### src/lsu_pkg.sv
`timescale 1ns / 1ps
// ----------------------------------------------------------------------------
// lsu_pkg
// Shared types and constants of the lottery scheduler unit.
// ----------------------------------------------------------------------------
package lsu_pkg;

   localparam int TICKET_W   = 16;   // ticket register width
   localparam int REG_COUNT  = 8;    // number of ticket registers
   localparam int CSR_IDX_W  = 4;    // register index width, room for out-of-range writes
   localparam int RAND_W     = 32;   // random word width
   localparam int GRANT_W    = 32;   // grant counter width
   localparam int WIN_W      = 3;    // reported winner index width
   localparam int SUM_W      = 19;   // holds REG_COUNT * (2**TICKET_W - 1)
   localparam int SLOT_EXT_W = 4;    // slot index widened to cover up to 16 slots
   localparam int DIV_CNT_W  = 5;    // counts the RAND_W division steps
   localparam int REQ_DATA_W = 32;
   localparam int RSP_DATA_W = 40;

   localparam logic [DIV_CNT_W-1:0] DIV_LAST = DIV_CNT_W'(RAND_W - 1);

   typedef enum logic [2:0] {
      ST_IDLE,
      ST_SUM,
      ST_DIV,
      ST_SCAN,
      ST_UPDATE,
      ST_OUT
   } state_type;

endpackage

### src/lottery_scheduler_unit.sv
`timescale 1ns / 1ps
// ----------------------------------------------------------------------------
// lottery_scheduler_unit
// Weighted lottery arbiter with per-process ticket registers and grant counters.
// ----------------------------------------------------------------------------
// One random word per transaction. The unit sums the ticket registers one slot
// per cycle, reduces the word modulo that total in a bit-serial remainder unit
// that takes one bit at a time, then sweeps the slots again one per cycle to find
// the first whose running ticket sum exceeds the remainder, and bumps that
// slot's saturating grant counter. The result is held until the output stream
// takes it; a zero ticket total skips the division and returns no_winner. One
// item is in flight at a time. Ticket writes at indices at or above 8 or
// PROCESS_SLOTS are dropped; slots 8 and 9 hold no tickets.
// ----------------------------------------------------------------------------
module lottery_scheduler_unit #(
   parameter int PROCESS_SLOTS = 8
) (
   input  logic                              clock,
   input  logic                              reset,
   // configuration
   input  logic                              csr_we,
   input  logic [lsu_pkg::CSR_IDX_W-1:0]     csr_index,
   input  logic [lsu_pkg::TICKET_W-1:0]      csr_wdata,
   // request stream
   input  logic                              req_tvalid,
   output logic                              req_tready,
   input  logic [lsu_pkg::REQ_DATA_W-1:0]    req_tdata,   // [31:0] random_value
   // response stream
   output logic                              rsp_tvalid,
   input  logic                              rsp_tready,
   output logic [lsu_pkg::RSP_DATA_W-1:0]    rsp_tdata,   // [2:0] winner, [34:3] winner_grants, [39:35] zero
   output logic                              rsp_tuser    // [0] no_winner
);
   import lsu_pkg::*;

   localparam int SLOT_W = $clog2(PROCESS_SLOTS);
   localparam logic [SLOT_W-1:0] SLOT_LAST = SLOT_W'(PROCESS_SLOTS - 1);

   state_type            state_ff, state_in;
   logic [TICKET_W-1:0]  tickets_ff [REG_COUNT];
   logic [GRANT_W-1:0]   grants_ff [PROCESS_SLOTS];
   logic [SLOT_W-1:0]    slot_ff, slot_in;
   logic [SUM_W-1:0]     acc_ff, acc_in;
   logic [RAND_W-1:0]    rand_ff, rand_in;
   logic [WIN_W-1:0]     winner_ff, winner_in;
   logic [GRANT_W-1:0]   count_ff, count_in;
   logic                 nowin_ff, nowin_in;
   logic                 grant_we;

   logic [SLOT_EXT_W-1:0] slot_ext;
   logic [TICKET_W-1:0]   slot_tickets;
   logic [SUM_W-1:0]      acc_sum;
   logic [GRANT_W-1:0]    grant_cur;
   logic                  div_start;
   logic                  div_done;
   logic [SUM_W-1:0]      draw;

   lsu_div u_div (
      .clock     (clock),
      .reset     (reset),
      .start     (div_start),
      .dividend  (rand_ff),
      .divisor   (acc_sum),
      .done      (div_done),
      .remainder (draw)
   );

   // slots without a ticket register read as zero tickets
   always_comb begin
      slot_ext = SLOT_EXT_W'(slot_ff);
      if (32'(slot_ext) < REG_COUNT) begin
         slot_tickets = tickets_ff[slot_ext[WIN_W-1:0]];
      end else begin
         slot_tickets = '0;
      end
      acc_sum   = acc_ff + SUM_W'(slot_tickets);
      grant_cur = grants_ff[slot_ff];
   end

   always_comb begin
      state_in   = state_ff;
      slot_in    = slot_ff;
      acc_in     = acc_ff;
      rand_in    = rand_ff;
      winner_in  = winner_ff;
      count_in   = count_ff;
      nowin_in   = nowin_ff;
      grant_we   = 1'b0;
      div_start  = 1'b0;
      req_tready = 1'b0;
      rsp_tvalid = 1'b0;
      case (state_ff)
         ST_IDLE: begin
            req_tready = 1'b1;
            if (req_tvalid) begin
               rand_in  = req_tdata[RAND_W-1:0];
               acc_in   = '0;
               slot_in  = '0;
               state_in = ST_SUM;
            end
         end
         ST_SUM: begin
            acc_in  = acc_sum;
            slot_in = slot_ff + 1'b1;
            if (slot_ff == SLOT_LAST) begin
               slot_in = '0;
               if (acc_sum == '0) begin
                  winner_in = '0;
                  count_in  = '0;
                  nowin_in  = 1'b1;
                  state_in  = ST_OUT;
               end else begin
                  // acc_sum is the full total here
                  div_start = 1'b1;
                  state_in  = ST_DIV;
               end
            end
         end
         ST_DIV: begin
            if (div_done) begin
               acc_in   = '0;
               slot_in  = '0;
               state_in = ST_SCAN;
            end
         end
         ST_SCAN: begin
            acc_in = acc_sum;
            if (draw < acc_sum) begin
               state_in = ST_UPDATE;
            end else if (slot_ff == SLOT_LAST) begin
               // unreachable with a nonzero total
               winner_in = '0;
               count_in  = '0;
               nowin_in  = 1'b1;
               state_in  = ST_OUT;
            end else begin
               slot_in = slot_ff + 1'b1;
            end
         end
         ST_UPDATE: begin
            grant_we  = 1'b1;
            winner_in = slot_ext[WIN_W-1:0];
            nowin_in  = 1'b0;
            if (&grant_cur) begin
               count_in = grant_cur;
            end else begin
               count_in = grant_cur + 1'b1;
            end
            state_in = ST_OUT;
         end
         ST_OUT: begin
            rsp_tvalid = 1'b1;
            if (rsp_tready) begin
               state_in = ST_IDLE;
            end
         end
         default: begin
            state_in = ST_IDLE;
         end
      endcase
   end

   always_ff @(posedge clock) begin
      if (reset) begin
         state_ff <= ST_IDLE;
         for (int k = 0; k < REG_COUNT; k++) begin
            tickets_ff[k] <= TICKET_W'(1);
         end
         for (int k = 0; k < PROCESS_SLOTS; k++) begin
            grants_ff[k] <= '0;
         end
      end else begin
         state_ff <= state_in;
         if (csr_we && (32'(csr_index) < REG_COUNT) && (32'(csr_index) < PROCESS_SLOTS)) begin
            tickets_ff[csr_index[WIN_W-1:0]] <= csr_wdata;
         end
         if (grant_we) begin
            grants_ff[slot_ff] <= count_in;
         end
      end
      slot_ff   <= slot_in;
      acc_ff    <= acc_in;
      rand_ff   <= rand_in;
      winner_ff <= winner_in;
      count_ff  <= count_in;
      nowin_ff  <= nowin_in;
   end

   assign rsp_tdata = {(RSP_DATA_W - GRANT_W - WIN_W)'(0), count_ff, winner_ff};
   assign rsp_tuser = nowin_ff;

endmodule

### src/lsu_div.sv
`timescale 1ns / 1ps
// ----------------------------------------------------------------------------
// lsu_div
// Bit-serial restoring remainder: one dividend bit per cycle, RAND_W steps.
// ----------------------------------------------------------------------------
module lsu_div (
   input  logic                          clock,
   input  logic                          reset,
   input  logic                          start,
   input  logic [lsu_pkg::RAND_W-1:0]    dividend,
   input  logic [lsu_pkg::SUM_W-1:0]     divisor,
   output logic                          done,
   output logic [lsu_pkg::SUM_W-1:0]    remainder
);
   import lsu_pkg::*;

   logic                 busy_ff, busy_in;
   logic                 done_ff, done_in;
   logic [DIV_CNT_W-1:0] cnt_ff, cnt_in;
   logic [RAND_W-1:0]    dvd_ff, dvd_in;
   logic [SUM_W-1:0]     dvs_ff, dvs_in;
   logic [SUM_W-1:0]     rem_ff, rem_in;
   logic [SUM_W:0]       trial;

   always_comb begin
      busy_in = busy_ff;
      done_in = 1'b0;
      cnt_in  = cnt_ff;
      dvd_in  = dvd_ff;
      dvs_in  = dvs_ff;
      rem_in  = rem_ff;
      // shift the next dividend bit into the partial remainder
      trial   = {rem_ff, dvd_ff[RAND_W-1]};
      if (start) begin
         busy_in = 1'b1;
         cnt_in  = '0;
         dvd_in  = dividend;
         dvs_in  = divisor;
         rem_in  = '0;
      end else if (busy_ff) begin
         dvd_in = {dvd_ff[RAND_W-2:0], 1'b0};
         if (trial >= {1'b0, dvs_ff}) begin
            rem_in = SUM_W'(trial - {1'b0, dvs_ff});
         end else begin
            rem_in = trial[SUM_W-1:0];
         end
         cnt_in = cnt_ff + 1'b1;
         if (cnt_ff == DIV_LAST) begin
            busy_in = 1'b0;
            done_in = 1'b1;
         end
      end
   end

   always_ff @(posedge clock) begin
      if (reset) begin
         busy_ff <= 1'b0;
         done_ff <= 1'b0;
         cnt_ff  <= '0;
      end else begin
         busy_ff <= busy_in;
         done_ff <= done_in;
         cnt_ff  <= cnt_in;
      end
      dvd_ff <= dvd_in;
      dvs_ff <= dvs_in;
      rem_ff <= rem_in;
   end

   assign done      = done_ff;
   assign remainder = rem_ff;

endmodule
### config.mk
export PLATFORM = sky130hd
export DESIGN_NAME = lottery_scheduler_unit
export DESIGN_NICKNAME = d
export VERILOG_FILES = /design/src/lsu_pkg.sv /design/src/lottery_scheduler_unit.sv /design/src/lsu_div.sv
export SDC_FILE = /design/constraint.sdc
export NUM_CORES = 1
export LEC_CHECK = 0
export ABC_CLOCK_PERIOD_IN_PS = 9800
export BUFFER_PORTS_ARGS = -buffer_cell sky130_fd_sc_hd__buf_2
export CORE_MARGIN = 10
export CORE_UTILIZATION = 25
export CTS_BUF_LIST = sky130_fd_sc_hd__clkbuf_8 sky130_fd_sc_hd__clkbuf_16
export DETAILED_ROUTE_END_ITERATION = 16
export GPL_ROUTABILITY_DRIVEN = 0
export HOLD_SLACK_MARGIN = 0.08
export PLACE_DENSITY = 0.47
export SYNTH_ARGS = -nofsm -noshare
export SYNTH_HDL_FRONTEND = slang
export SYNTH_SLANG_ARGS = --single-unit
### constraint.sdc
create_clock -name clock -period 9.8 [get_ports clock]
set_input_delay 0 -clock clock [delete_from_list [all_inputs] [get_ports clock]]
set_output_delay 0 -clock clock [all_outputs]
set_load 0.01 [all_outputs]
==> flow_summary.toml <==
[floorplanning]
start_util_pct = 25.3
core_area_um2 = 106000
die_area_um2 = 120000
die_width_um = 347
io_pins = 100
die_h_um = 347
row_count = 119

[global_route]
grt_util_all_layers_pct = 12.3
grt_overflow = 0
grt_first_pass_wirelength_um = 114000
grt_antenna_before_repair = 1
first_global_vias = 17600
grt_max_degree = 72

[logic_synthesis]
synth-edff-count = 493
yosys-top-cells-count = "edfxtp_1 (493), nor2_1 (338), and2_1 (132), mux4_2 (85), nand2_1 (79)"
synth_most_common_cell = "edfxtp_1"
syn_area_um2 = 26700
synthAdderAreaFrac_pct = 2.87
synth_top_area_share_pct = 55.5
synth.avg_cell_area_um2 = 13.4
yosys.area_share.simple_pct = 13.3
synth-xor-area-share_pct = 1.81
synthDistinctLibCells = 91
yosysWarningCount = 0
yosys.area.top_type = "edfxtp_1"
synthCells = 1993
synthFlopType = "edfxtp_1"
synth_compound_area_share_pct = 6.56
synth_top_family_by_area = "simple AND/OR/NAND/NOR gates"
synthArstFlopShare_pct = 0
synth-seq-cells = 557
synth_area_leaders = "edfxtp_1 (56%), mux4_2 (7.2%), dfxtp_1 (4.8%)"
seq_area_frac_synth_pct = 60.3
muxShareOfSynthArea_pct = 12.0

[clocking]
cts_buffers = 59
clock_latency_ns = 0.66
cts.sinks = 557
htree_levels = 2
cts-root-buf = "clkbuf_16"
cts_tree = "done"
clkTransAtPathRegs_ns = 0.06
clk_path_buf_depth = 3
cts_resized = 0

[worst_setup_path]
start_kind = "flop"
critPathMaxFanout = 32
cp.required_ns = 10.30
arrival_ns = 7.28
worst_setup_path_end_kind = "flop"
crit_type = "reg -> reg"

[detailed_routing]
dr_wl_met2_um = 37900
post_drt_wl_per_cell_um = 21.1
drtAntennaViolNets = 0
met3_length_um = 3270
via_per_inst = 4.65
drc_errors = 0
firstDrtPassIters = 7
num_vias = 16800
highest_layer = "met4"
wirelength_um = 76200
wl_met1_um = 33100
drt_iter0_drc = 1151

[layout]
fin_nets = 2284
areaGrowthSynthToFinish_pct = 17.7
design_area_um2 = 31400
drive_above_1_share_pct = 19.7
n_antenna_cell = 0
fill_cells = 10500

[pwr]
fin_total_pwr_mw = 6.70
p_per_area_nw_per_um2 = 213
power_leakage_nw = 11.5
vdd_ir_drop_max_mv = 0.133

[placement]
io_buffers = 94
hpwl_um = 46000
placed_cell_area_um2 = 28700

[sta]
skew_ns = 0.0392
min_period_ns = 6.79
setup_tns_ns = 0
rsz0062_at_grt = "no"
fin_crit_sh_pct = 69.3
slew_headroom_pct = 28.4
hold_violations = 0
drv_slew = 0
setup_violations = 0
worst_slew_pin_slew_ns = 1.07
timing.fmax_mhz = 147

[status]
outcome = "completed"

[worst_hold_path]
hp-class = "in -> reg"

[run]
cap_violations = 0
[worst paths after layout]
check                 from              end  slack, ns  cells past startpoint
min reg2reg    count_ff[9]      count_ff[9]       0.49                      2
max reg2reg           flop  grants_ff[7][7]       3.01                     20
max                   flop  grants_ff[7][7]       3.01                     20
min          req_tdata[27]      rand_ff[27]       0.13                      2
[kinds of logic after synthesis]
kind of cell / after synthesis
AO/OA/AOI/OAI: 233
XOR/XNOR: 55
adder cells (fa/ha/maj): 60
buffers and inverters: 184
flip-flops: 557
multiplexers: 187
other: 1
AND/OR/NAND/NOR: 716
[metrics by stage]
stage | util [%] | hold WS, ns | std cells | worst slack [ns]
after CTS | 29.7 | 0.0844 | 3607 | 2.98
after global routing | 29.7 | 0.112 | 3607 | 2.51
after global placement | 27.1 | 0.178 | 3411 | 3.11
after detailed placement | 27.1 | 0.178 | 3411 | 3.03
final | 29.7 | 0.125 | 3607 | 3.01
after floorplan | - | 0.0989 | 1997 | 2.87
[placed cells by master, fill, tap and decap left out, drive strengths merged, types with 21 or more instances in the layout]
cell type and count:
a211oi 28, a21oi 50, and2 132, buf 128, clkbuf 62, clkinv 21
dfxtp 64, dlygate4sd3 86, edfxtp 493, ha 58, inv 102, mux2 58
mux2i 33, mux4 96, nand2 80, nand2b 24, nand3 21, nor2 338
nor3 28, o21ai 47, xnor2 27, xor2 28
[routing by layer]
metal  track usage, %  up-vias
met3             1.93      116
li1                 -     7699
met5                0        -
met2             21.8      387
met1             15.4     8558
met4             3.56        0
[flip-flops by register name, summed over array words and instances (netlist names), named ones only]
name,count
winner_ff,3
tickets_ff,128
u_div.busy_ff,1
u_div.dvs_ff,19
state_ff,3
rand_ff,32
u_div.cnt_ff,5
count_ff,32
slot_ff,3
grants_ff,256
acc_ff,19
u_div.dvd_ff,32
u_div.done,1
u_div.remainder,19
rsp_tuser,1
[repair_timing]
action / 4_1_cts / 5_1_grt
endpoints found under the hold margin: 169 / 0
buffers inserted: 0 / 0
hold buffers: 86 / 0
[power by group]
part / internal, mW / switching, mW
combinational: 0.679 / 0.942
clock: 1.22 / 0.958
sequential: 2.77 / 0.128
total: 4.67 / 2.03
[worst max-delay path, cell delays in order, from the launching register on]
cell and delay [ns]:
dfxtp_4 0.60, buf_4 0.54, mux4_2 0.39, mux2_2 0.31, ha_1 0.42, a211oi_1 0.13, a32oi_2 0.39, a21boi_0 0.16
a21oi_1 0.22, a21oi_1 0.10, o21ai_0 0.37, inv_1 0.16, ha_1 0.34, a211o_1 0.27, a211oi_1 0.22, a31oi_1 0.15
nor3_1 0.35, or2_2 0.78, o21a_1 0.35, a31oi_1 0.18, nor2_1 0.17
[area by class of cell]
cell class / instances / area, um^2 / share of cell area, %
Clock buffer: 62 / 1520 / 4.84
Tap cell: 1391 / 1740 / 5.54
Inverter: 79 / 297 / 0.945
Clock inverter: 48 / 355 / 1.13
Multi-Input combinational cell: 1256 / 9800 / 31.2
Timing Repair Buffer: 214 / 1590 / 5.05
Sequential cell: 557 / 16100 / 51.3
Power figures use the tool's default switching activity.
